File: src/design/rgdd_pkg.sv
package rgdd_pkg;

    localparam int DEF_MAX_PROCESSES = 16;
    localparam int DEF_MAX_RESOURCES = 16;

    localparam int OP_W    = 2;
    localparam int PROC_W  = 4;
    localparam int RES_W   = 4;
    localparam int CNT_W   = 5;
    localparam int CFG_IDX_W  = 1;
    localparam int CFG_DATA_W = 5;

    localparam logic [OP_W-1:0] OP_REQUEST = 2'd0;
    localparam logic [OP_W-1:0] OP_GRANT   = 2'd1;
    localparam logic [OP_W-1:0] OP_RELEASE = 2'd2;
    localparam logic [OP_W-1:0] OP_UNUSED  = 2'd3;

    localparam int EDGE_W = 2;
    localparam logic [EDGE_W-1:0] EDGE_NONE      = 2'd0;
    localparam logic [EDGE_W-1:0] EDGE_REQUESTED = 2'd1;
    localparam logic [EDGE_W-1:0] EDGE_HELD      = 2'd2;

    localparam logic [CFG_IDX_W-1:0] REG_PROCESS_COUNT  = 1'd0;
    localparam logic [CFG_IDX_W-1:0] REG_RESOURCE_COUNT = 1'd1;

    localparam logic [CNT_W-1:0] COUNT_RESET = 5'd5;

endpackage

File: src/design/rgdd_in_if.sv
interface rgdd_in_if;
    logic                            valid;
    logic                            ready;
    logic [rgdd_pkg::OP_W-1:0]       operation;
    logic [rgdd_pkg::PROC_W-1:0]     process;
    logic [rgdd_pkg::RES_W-1:0]      resource;

    modport source (output valid, output operation, output process, output resource,
                    input ready);
    modport sink   (input valid, input operation, input process, input resource,
                    output ready);
endinterface

File: src/design/rgdd_out_if.sv
interface rgdd_out_if;
    logic valid;
    logic ready;
    logic deadlock;
    logic index_error;

    modport source (output valid, output deadlock, output index_error, input ready);
    modport sink   (input valid, input deadlock, input index_error, output ready);
endinterface

File: src/design/resource_graph_deadlock_detector.sv
// grant, release, unused code or index error: the beat is taken in S_IDLE, then S_DONE parks the result
// request: the edge is written, then a search over the counts in use (P processes, R resources) follows
//   requested edges to their holders; every table read goes through the registered memory output
// throughput: one item at a time; a new beat is taken while the last result waits
// reset: async active low; then a clearing pass over all MAX_PROCESSES * 2**clog2(MAX_RESOURCES)
//   entries zeroes the edge table, no input beat is taken meanwhile
module resource_graph_deadlock_detector #(
    parameter int MAX_PROCESSES = rgdd_pkg::DEF_MAX_PROCESSES,
    parameter int MAX_RESOURCES = rgdd_pkg::DEF_MAX_RESOURCES
) (
    input  logic                             clk,
    input  logic                             rst_n,
    rgdd_in_if.sink                          in_ch,
    rgdd_out_if.source                       out_ch,
    input  logic                             cfg_we,
    input  logic [rgdd_pkg::CFG_IDX_W-1:0]   cfg_index,
    input  logic [rgdd_pkg::CFG_DATA_W-1:0]  cfg_data
);

    // index widths into the edge table and count widths able to hold the maxima
    localparam int PW  = $clog2(MAX_PROCESSES);
    localparam int RW  = $clog2(MAX_RESOURCES);
    localparam int PCW = ($clog2(MAX_PROCESSES + 1) > rgdd_pkg::CNT_W) ?
                         $clog2(MAX_PROCESSES + 1) : rgdd_pkg::CNT_W;
    localparam int RCW = ($clog2(MAX_RESOURCES + 1) > rgdd_pkg::CNT_W) ?
                         $clog2(MAX_RESOURCES + 1) : rgdd_pkg::CNT_W;
    localparam int AW    = PW + RW;
    localparam int DEPTH = MAX_PROCESSES * (2 ** RW);
    localparam int SW    = PW + RW + PW;

    // sequencer states
    localparam logic [3:0] S_CLEAR  = 4'd0;
    localparam logic [3:0] S_IDLE   = 4'd1;
    localparam logic [3:0] S_OUTER  = 4'd2;
    localparam logic [3:0] S_SCAN_R = 4'd3;
    localparam logic [3:0] S_WAIT_R = 4'd4;
    localparam logic [3:0] S_SCAN_Q = 4'd5;
    localparam logic [3:0] S_WAIT_Q = 4'd6;
    localparam logic [3:0] S_POP    = 4'd7;
    localparam logic [3:0] S_DONE   = 4'd8;

    // edge table: one entry per (process, resource), row-major by process
    logic [rgdd_pkg::EDGE_W-1:0] edge_mem [DEPTH];
    logic [rgdd_pkg::EDGE_W-1:0] edge_rd_reg;
    logic                        mem_we;
    logic [AW-1:0]               mem_waddr;
    logic [rgdd_pkg::EDGE_W-1:0] mem_wdata;
    logic                        mem_re;
    logic [AW-1:0]               mem_raddr;

    // search stack: the caller frame (process, resource, holder) of each path level
    logic [SW-1:0] stk_mem [MAX_PROCESSES];
    logic [SW-1:0] stk_rd_reg;
    logic          stk_we;
    logic          stk_re;
    logic [PW-1:0] stk_raddr;

    logic [3:0]                    state_reg, state_next;
    logic [AW-1:0]                 clr_reg, clr_next;
    logic [rgdd_pkg::CNT_W-1:0]    pcnt_reg, rcnt_reg;
    logic [PCW-1:0]                outer_reg, outer_next;
    logic [PW-1:0]                 cur_p_reg, cur_p_next;
    logic [RCW-1:0]                cur_r_reg, cur_r_next;
    logic [PCW-1:0]                cur_q_reg, cur_q_next;
    logic [PW-1:0]                 sp_reg, sp_next;
    logic [MAX_PROCESSES-1:0]      seen_reg, seen_next;
    logic [MAX_PROCESSES-1:0]      path_reg, path_next;
    logic                          dead_reg, dead_next;
    logic                          err_reg, err_next;
    logic                          ovalid_reg, ovalid_next;
    logic                          odead_reg, oerr_reg;
    logic                          out_load;

    logic [PCW-1:0] n_proc;
    logic [RCW-1:0] n_res;
    logic [PCW-1:0] in_p_ext;
    logic [RCW-1:0] in_r_ext;
    logic           in_err;
    logic           in_take;
    logic [PW-1:0]  q_idx;
    logic [PW-1:0]  outer_idx;

    // counts in use, limited to the table size
    assign n_proc = (PCW'(pcnt_reg) > PCW'(MAX_PROCESSES)) ? PCW'(MAX_PROCESSES) : PCW'(pcnt_reg);
    assign n_res  = (RCW'(rcnt_reg) > RCW'(MAX_RESOURCES)) ? RCW'(MAX_RESOURCES) : RCW'(rcnt_reg);

    assign in_p_ext = PCW'(in_ch.process);
    assign in_r_ext = RCW'(in_ch.resource);
    assign in_err   = (in_p_ext >= n_proc) || (in_r_ext >= n_res);

    assign in_ch.ready = (state_reg == S_IDLE);
    assign in_take     = in_ch.valid && in_ch.ready;

    assign q_idx     = cur_q_reg[PW-1:0];
    assign outer_idx = outer_reg[PW-1:0];

    assign stk_raddr = sp_reg - PW'(1);

    assign out_ch.valid       = ovalid_reg;
    assign out_ch.deadlock    = odead_reg;
    assign out_ch.index_error = oerr_reg;

    // output register frees the sequencer as soon as the result is parked
    assign out_load = (state_reg == S_DONE) && (!ovalid_reg || out_ch.ready);

    always_comb
    begin
        state_next = state_reg;
        clr_next   = clr_reg;
        outer_next = outer_reg;
        cur_p_next = cur_p_reg;
        cur_r_next = cur_r_reg;
        cur_q_next = cur_q_reg;
        sp_next    = sp_reg;
        seen_next  = seen_reg;
        path_next  = path_reg;
        dead_next  = dead_reg;
        err_next   = err_reg;
        mem_we     = 1'b0;
        mem_waddr  = clr_reg;
        mem_wdata  = rgdd_pkg::EDGE_NONE;
        mem_re     = 1'b0;
        mem_raddr  = {cur_p_reg, cur_r_reg[RW-1:0]};
        stk_we     = 1'b0;
        stk_re     = 1'b0;

        unique case (state_reg)
            S_CLEAR:
            begin
                mem_we   = 1'b1;
                clr_next = clr_reg + AW'(1);
                if (clr_reg == AW'(DEPTH - 1))
                begin
                    state_next = S_IDLE;
                end
            end
            S_IDLE:
            begin
                if (in_take)
                begin
                    err_next   = in_err;
                    dead_next  = 1'b0;
                    state_next = S_DONE;
                    mem_waddr  = {in_p_ext[PW-1:0], in_r_ext[RW-1:0]};
                    if (!in_err)
                    begin
                        case (in_ch.operation)
                            rgdd_pkg::OP_REQUEST:
                            begin
                                mem_we     = 1'b1;
                                mem_wdata  = rgdd_pkg::EDGE_REQUESTED;
                                outer_next = '0;
                                sp_next    = '0;
                                seen_next  = '0;
                                path_next  = '0;
                                state_next = S_OUTER;
                            end
                            rgdd_pkg::OP_GRANT:
                            begin
                                mem_we    = 1'b1;
                                mem_wdata = rgdd_pkg::EDGE_HELD;
                            end
                            rgdd_pkg::OP_RELEASE:
                            begin
                                mem_we    = 1'b1;
                                mem_wdata = rgdd_pkg::EDGE_NONE;
                            end
                            default:
                            begin
                                mem_we = 1'b0;
                            end
                        endcase
                    end
                end
            end
            S_OUTER:
            begin
                // start a walk from every process not yet seen
                if (outer_reg >= n_proc)
                begin
                    state_next = S_DONE;
                end
                else if (seen_reg[outer_idx])
                begin
                    outer_next = outer_reg + PCW'(1);
                end
                else
                begin
                    seen_next[outer_idx] = 1'b1;
                    path_next[outer_idx] = 1'b1;
                    cur_p_next = outer_idx;
                    cur_r_next = '0;
                    state_next = S_SCAN_R;
                end
            end
            S_SCAN_R:
            begin
                if (cur_r_reg >= n_res)
                begin
                    // process finished without a cycle: leave the path, return
                    path_next[cur_p_reg] = 1'b0;
                    if (sp_reg == '0)
                    begin
                        outer_next = outer_reg + PCW'(1);
                        state_next = S_OUTER;
                    end
                    else
                    begin
                        stk_re     = 1'b1;
                        sp_next    = sp_reg - PW'(1);
                        state_next = S_POP;
                    end
                end
                else
                begin
                    mem_re     = 1'b1;
                    mem_raddr  = {cur_p_reg, cur_r_reg[RW-1:0]};
                    state_next = S_WAIT_R;
                end
            end
            S_WAIT_R:
            begin
                if (edge_rd_reg == rgdd_pkg::EDGE_REQUESTED)
                begin
                    cur_q_next = '0;
                    state_next = S_SCAN_Q;
                end
                else
                begin
                    cur_r_next = cur_r_reg + RCW'(1);
                    state_next = S_SCAN_R;
                end
            end
            S_SCAN_Q:
            begin
                if (cur_q_reg >= n_proc)
                begin
                    cur_r_next = cur_r_reg + RCW'(1);
                    state_next = S_SCAN_R;
                end
                else
                begin
                    mem_re     = 1'b1;
                    mem_raddr  = {q_idx, cur_r_reg[RW-1:0]};
                    state_next = S_WAIT_Q;
                end
            end
            S_WAIT_Q:
            begin
                if (edge_rd_reg == rgdd_pkg::EDGE_HELD)
                begin
                    if (path_reg[q_idx])
                    begin
                        dead_next  = 1'b1;
                        state_next = S_DONE;
                    end
                    else if (seen_reg[q_idx])
                    begin
                        cur_q_next = cur_q_reg + PCW'(1);
                        state_next = S_SCAN_Q;
                    end
                    else
                    begin
                        // descend into the holder
                        stk_we     = 1'b1;
                        sp_next    = sp_reg + PW'(1);
                        seen_next[q_idx] = 1'b1;
                        path_next[q_idx] = 1'b1;
                        cur_p_next = q_idx;
                        cur_r_next = '0;
                        state_next = S_SCAN_R;
                    end
                end
                else
                begin
                    cur_q_next = cur_q_reg + PCW'(1);
                    state_next = S_SCAN_Q;
                end
            end
            S_POP:
            begin
                cur_p_next = stk_rd_reg[SW-1 -: PW];
                cur_r_next = RCW'(stk_rd_reg[PW+RW-1 -: RW]);
                cur_q_next = PCW'(stk_rd_reg[PW-1:0]) + PCW'(1);
                state_next = S_SCAN_Q;
            end
            S_DONE:
            begin
                if (out_load)
                begin
                    state_next = S_IDLE;
                end
            end
            default:
            begin
                state_next = S_IDLE;
            end
        endcase

        ovalid_next = ovalid_reg;
        if (out_load)
        begin
            ovalid_next = 1'b1;
        end
        else if (out_ch.ready)
        begin
            ovalid_next = 1'b0;
        end
    end

    // edge table port
    always_ff @(posedge clk)
    begin
        if (mem_we)
        begin
            edge_mem[mem_waddr] <= mem_wdata;
        end
        if (mem_re)
        begin
            edge_rd_reg <= edge_mem[mem_raddr];
        end
    end

    // stack port
    always_ff @(posedge clk)
    begin
        if (stk_we)
        begin
            stk_mem[sp_reg] <= {cur_p_reg, cur_r_reg[RW-1:0], q_idx};
        end
        if (stk_re)
        begin
            stk_rd_reg <= stk_mem[stk_raddr];
        end
    end

    // configuration registers
    always_ff @(posedge clk or negedge rst_n)
    begin
        if (!rst_n)
        begin
            pcnt_reg <= rgdd_pkg::COUNT_RESET;
            rcnt_reg <= rgdd_pkg::COUNT_RESET;
        end
        else if (cfg_we)
        begin
            unique case (cfg_index)
                rgdd_pkg::REG_PROCESS_COUNT:  pcnt_reg <= cfg_data;
                rgdd_pkg::REG_RESOURCE_COUNT: rcnt_reg <= cfg_data;
                default:                      pcnt_reg <= pcnt_reg;
            endcase
        end
    end

    // control state
    always_ff @(posedge clk or negedge rst_n)
    begin
        if (!rst_n)
        begin
            state_reg  <= S_CLEAR;
            clr_reg    <= '0;
            sp_reg     <= '0;
            ovalid_reg <= 1'b0;
        end
        else
        begin
            state_reg  <= state_next;
            clr_reg    <= clr_next;
            sp_reg     <= sp_next;
            ovalid_reg <= ovalid_next;
        end
    end

    // search and result payload
    always_ff @(posedge clk)
    begin
        outer_reg <= outer_next;
        cur_p_reg <= cur_p_next;
        cur_r_reg <= cur_r_next;
        cur_q_reg <= cur_q_next;
        seen_reg  <= seen_next;
        path_reg  <= path_next;
        dead_reg  <= dead_next;
        err_reg   <= err_next;
        if (out_load)
        begin
            odead_reg <= dead_reg;
            oerr_reg  <= err_reg;
        end
    end

endmodule

File: src/flat_wrapper.sv
// flat-port wrapper written by rule: the top's interface ports become plain ports
module resource_graph_deadlock_detector_flat 
#(
    parameter int MAX_PROCESSES = rgdd_pkg::DEF_MAX_PROCESSES,
    parameter int MAX_RESOURCES = rgdd_pkg::DEF_MAX_RESOURCES
)
  (clk, rst_n, cfg_we, cfg_index, cfg_data, in_ch_valid, in_ch_operation, in_ch_process, in_ch_resource, in_ch_ready, out_ch_valid, out_ch_deadlock, out_ch_index_error, out_ch_ready);
  rgdd_in_if in_ch_i ();
  rgdd_out_if out_ch_i ();
  input  logic clk;
  input  logic rst_n;
  input  logic cfg_we;
  input  logic [rgdd_pkg::CFG_IDX_W-1:0] cfg_index;
  input  logic [rgdd_pkg::CFG_DATA_W-1:0] cfg_data;
  input wire logic [$bits(in_ch_i.valid)-1:0] in_ch_valid;
  input wire logic [$bits(in_ch_i.operation)-1:0] in_ch_operation;
  input wire logic [$bits(in_ch_i.process)-1:0] in_ch_process;
  input wire logic [$bits(in_ch_i.resource)-1:0] in_ch_resource;
  output wire logic [$bits(in_ch_i.ready)-1:0] in_ch_ready;
  output wire logic [$bits(out_ch_i.valid)-1:0] out_ch_valid;
  output wire logic [$bits(out_ch_i.deadlock)-1:0] out_ch_deadlock;
  output wire logic [$bits(out_ch_i.index_error)-1:0] out_ch_index_error;
  input wire logic [$bits(out_ch_i.ready)-1:0] out_ch_ready;
  assign in_ch_i.valid = in_ch_valid;
  assign in_ch_i.operation = in_ch_operation;
  assign in_ch_i.process = in_ch_process;
  assign in_ch_i.resource = in_ch_resource;
  assign in_ch_ready = in_ch_i.ready;
  assign out_ch_valid = out_ch_i.valid;
  assign out_ch_deadlock = out_ch_i.deadlock;
  assign out_ch_index_error = out_ch_i.index_error;
  assign out_ch_i.ready = out_ch_ready;
  resource_graph_deadlock_detector #(.MAX_PROCESSES(MAX_PROCESSES), .MAX_RESOURCES(MAX_RESOURCES)) u_core (.clk(clk), .rst_n(rst_n), .in_ch(in_ch_i), .out_ch(out_ch_i), .cfg_we(cfg_we), .cfg_index(cfg_index), .cfg_data(cfg_data));
endmodule
File: config.mk
export PLATFORM = sky130hd
export DESIGN_NAME = resource_graph_deadlock_detector_flat
export DESIGN_NICKNAME = d
export VERILOG_FILES = /design/src/design/rgdd_pkg.sv /design/src/design/rgdd_in_if.sv /design/src/design/rgdd_out_if.sv /design/src/design/resource_graph_deadlock_detector.sv /design/src/flat_wrapper.sv
export SDC_FILE = /design/constraint.sdc
export NUM_CORES = 1
export LEC_CHECK = 0
export BUFFER_PORTS_ARGS = -buffer_cell sky130_fd_sc_hd__buf_4
export CAP_MARGIN = 25
export CORE_UTILIZATION = 40
export CTS_CLUSTER_DIAMETER = 30
export DETAILED_ROUTE_END_ITERATION = 6
export GPL_TIMING_DRIVEN = 0
export HOLD_SLACK_MARGIN = 0.15
export MAX_ROUTING_LAYER = met4
export PLACE_DENSITY = 0.55
export SYNTH_ARGS = -nofsm -noshare
export SYNTH_HDL_FRONTEND = slang
export SYNTH_SLANG_ARGS = --single-unit
File: constraint.sdc
create_clock -name clk -period 12.3 [get_ports clk]
set_input_delay 1.845 -clock clk [delete_from_list [all_inputs] [get_ports clk]]
set_output_delay 1.845 -clock clk [all_outputs]
set_load 0.02 [all_outputs]
==> key figures <==
STA
  • WHS: 412 ps
  • Crit share post-route: 0.406
  • Final Hold Viols: 0
  • Rel. slew slack: 0.254
  • Max Clock Skew: 28.6 ps
  • Worst setup margin: 7310 ps
  • RSZ-0062 raised after global routing: false
  • Final setup viols: 0
  • Fin. max-slew vios: 0
  • Setup TNS: 0 ps
  • Fmax: 200 MHz
  • Actual slew at the worst max-slew pin: 1120 ps
  • Tmin final: 4990 ps

Drt
  • DRT Wirelength: 95.5 mm
  • Vias: roughly 20000
  • Post-route ant nets: 0
  • Initial DRC count: 2276
  • DRT Pass-1 Iters: 6
  • Post-route DRC: 0
  • WL/cell: roughly 27 um
  • Vias per inst: 5.72

Global route
  • Global Route Usage Sum: 0.231
  • Initial antenna violation count: 0
  • First-pass GRT wire length: 140 mm
  • Vias in the first global route: 20700
  • Largest net degree at the start of global routing: 86
  • Total grt overflow: 0

Clock tree
  • CTS clk-pin slew, worst paths: 50 ps
  • Number of post-CTS setup repair buffers: 0
  • Root Buffer: clkbuf_16
  • Cts bufs inserted: roughly 150
  • Post_cts resized: 0
  • Hold buffers post-CTS: 0
  • CTS H-tree depth: 4
  • Clk Latency, worst-skew pair: 740 ps
  • CTS tree: built
  • Largest buffer count on any clock path: 3
  • CTS Sinks: 800

Finish
  • Top reg by flops: u_core.edge_mem
  • Max FFs per register: 512
  • Fill cells: 7119
  • Util after Layout: 0.489
  • Share of layout cells above drive strength 1: 0.235
  • Final net count: 2343
  • Non-filler cells, final: roughly 3600
  • Top Registers: u_core.edge_mem (512), u_core.stk_mem (192)
  • Most frequent cells in the layout: edfxtp_1 (773), nor2_1 (327), mux4_2 (202)
  • Area Growth Syn to Fin: 21.2%
  • Commonest non-fill, non-tap cell in the layout: edfxtp_1

Synthesis
  • Synth Register Bits: 800
  • Top-area cell type share of the netlist area: 0.676
  • EDFF count, synth: 773
  • Ys Warns: 0
  • Mapped Area: 0.0343 mm^2
  • Primary FF master, synth: edfxtp_1
  • Synth area leader: edfxtp_1
  • Post-synth cell types: slightly below 60
  • Sequential share of the synthesized area: 0.696
  • Syn Area/Cell: 16.6 um^2
  • Synth top area cells: edfxtp_1 (68%), mux4_2 (13%), nor2_1 (3.6%)
  • Post-synth ARST share: 0.0338
  • Synth Net Count: roughly 2100
  • Post-Synthesis Cells: slightly above 2000

Outcome
  • Outcome: finished clean

Die
  • Initial Utilization: 0.404
  • I/O Pins: 25
  • Die footprint: 0.0870 mm^2
  • Die W: 295 um
  • Cell Rows: 107
  • Core box area: 0.0850 mm^2
  • Die Y: roughly 300 um

Worst hold path
  • Hold Crit Depth: 0
  • Tightest Hold Check Type: reg2reg
  • Hold path startpoint: u_core.dead_reg
  • Endpoint of the worst hold path: u_core.out_ch.deadlock

Place
  • Final RePlAce weighted congestion: 0.912
  • Placed insts: 3276
  • Final HPWL DP: 65.5 mm
  • Number of port buffers: 24
  • Pre-CTS setup slack: 6980 ps

Flow run
  • Max Cap Viol: 0

Pwr
  • PD cells: 200 mW/mm^2
  • Leak Pwr: ~14 nW
  • NetSw: 2.34 mW
  • Switch share: 0.281
  • Comb pwr share: 0.151
  • Internal power: 5.99 mW
  • Max IR drop VDD: 135 uV
  • Sequential share of power: 0.377
  • Clock network fraction of design power: 0.472

Setup path
  • WS Path Type: reg2reg
  • Critical Path RT: 12700 ps
  • Worst reg2reg setup slack: 7310 ps
  • WP data arrival: about 5400 ps
  • R2r endpoint: u_core.edge_rd_reg[0]
  • Worst Setup Start Kind: flop
  • RR Startpoint: u_core.cur_q_reg[0]
  • Critical path capture point type: flop
  • Worst Path Max Fanout: 17
  • Worst r2r path cells: 12
-- cells in the mapped netlist, types with 3 or more instances --
cell / n
a211oi_1: 5
a21o_1: 35
a21oi_1: 28
a221oi_1: 33
a22o_1: 31
a22oi_1: 10
a31oi_1: 3
a32oi_1: 12
and2_1: 5
and3_1: 7
buf_1: 5
buf_2: 27
buf_4: 4
clkbuf_1: 98
dfrtp_1: 23
dfstp_2: 4
edfxtp_1: 773
ha_1: 35
inv_1: 23
mux2_2: 16
mux2i_1: 24
mux4_2: 202
nand2_1: 70
nand2b_1: 13
nand3_1: 95
nand3b_1: 8
nand4_1: 5
nor2_1: 327
nor2b_1: 19
nor3_1: 21
nor4_1: 3
o2111ai_1: 3
o21ai_0: 35
o21ai_1: 10
o31ai_1: 4
o31ai_2: 4
or3_1: 5
xnor2_1: 10
xor2_1: 8
-- layer usage --
layer  track usage  wire length [um]
met5             -                 0
met4        0.0808              2490
met3        0.0394              5680
met2         0.371             47800
met1         0.297             39600
-- worst max-delay path by stage --
stage	from	to	slack [ps]	depth (start not counted)
3_5_place_dp	in_ch_resource[0]	u_core.seen_reg[11]	6980	10
5_1_grt	u_core.cur_r_reg[0]	u_core.path_reg[5]	7170	13
3_3_place_gp	in_ch_process[0]	u_core.edge_mem[118][1]	-3090	8
6_report	u_core.cur_q_reg[0]	u_core.edge_rd_reg[0]	7310	12
4_1_cts	u_core.cur_r_reg[1]	u_core.edge_rd_reg[0]	7330	8
2_1_floorplan	in_ch_resource[0]	u_core.edge_mem[0][1]	2950	7
-- power groups by stage --
stage | Clock, mW | Sequential (mW) | Combinational, mW
after global placement | 0 | 3.20 | 1.20
final | 3.93 | 3.14 | 1.26
after floorplan | 0 | 3.18 | 0.694
after global routing | 4.11 | 3.15 | 1.32
after CTS | 3.98 | 3.14 | 1.26
after detailed placement | 0 | 3.19 | 1.25
-- cell families after synthesis --
group                      Yosys count  synth area share
adders and majority gates           35            0.0128
DFF                                800             0.696
muxes                              243             0.145
and+or+nand+nor                    584            0.0741
AOI/OAI and AO/OA                  226            0.0483
xor gates and xnor gates            18           0.00459
buffers and inverters              159            0.0188
-- through the flow --
| step | cell area, um^2 | power, mW |
|---|---|---|
| floorplan | 34300 | 3.87 |
| global placement | 35900 | 4.39 |
| detailed placement | 36600 | 4.44 |
| CTS | 41500 | 8.38 |
| global route | 41600 | 8.58 |
| finish | 41600 | 8.33 |
-- worst max-delay path: stages, from the launching register on --
cell	delay (ps)
edfxtp_1	700
buf_2	340
buf_4	280
inv_1	110
ha_1	300
nor2b_1	120
o21ai_1	200
o21ai_4	380
mux2i_2	870
buf_2	540
mux2i_1	270
a22oi_1	310
nand4_1	220
-- final cells by class --
class | instances | area [um^2] | share of cell area
multi-input cells | 1106 | 9810 | 0.236
well taps | 1144 | 1430 | 0.0344
repair buffers | 73 | 932 | 0.0224
flip-flops and latches | 800 | 23900 | 0.574
inverters | 25 | 93.8 | 0.00226
clock buffers | 173 | 3800 | 0.0913
diodes | 2 | 5.00 | 0.000120
clock inverters | 97 | 1090 | 0.0262
plain buffers | 134 | 552 | 0.0133
Note: power is estimated with default switching activity, not from simulation.
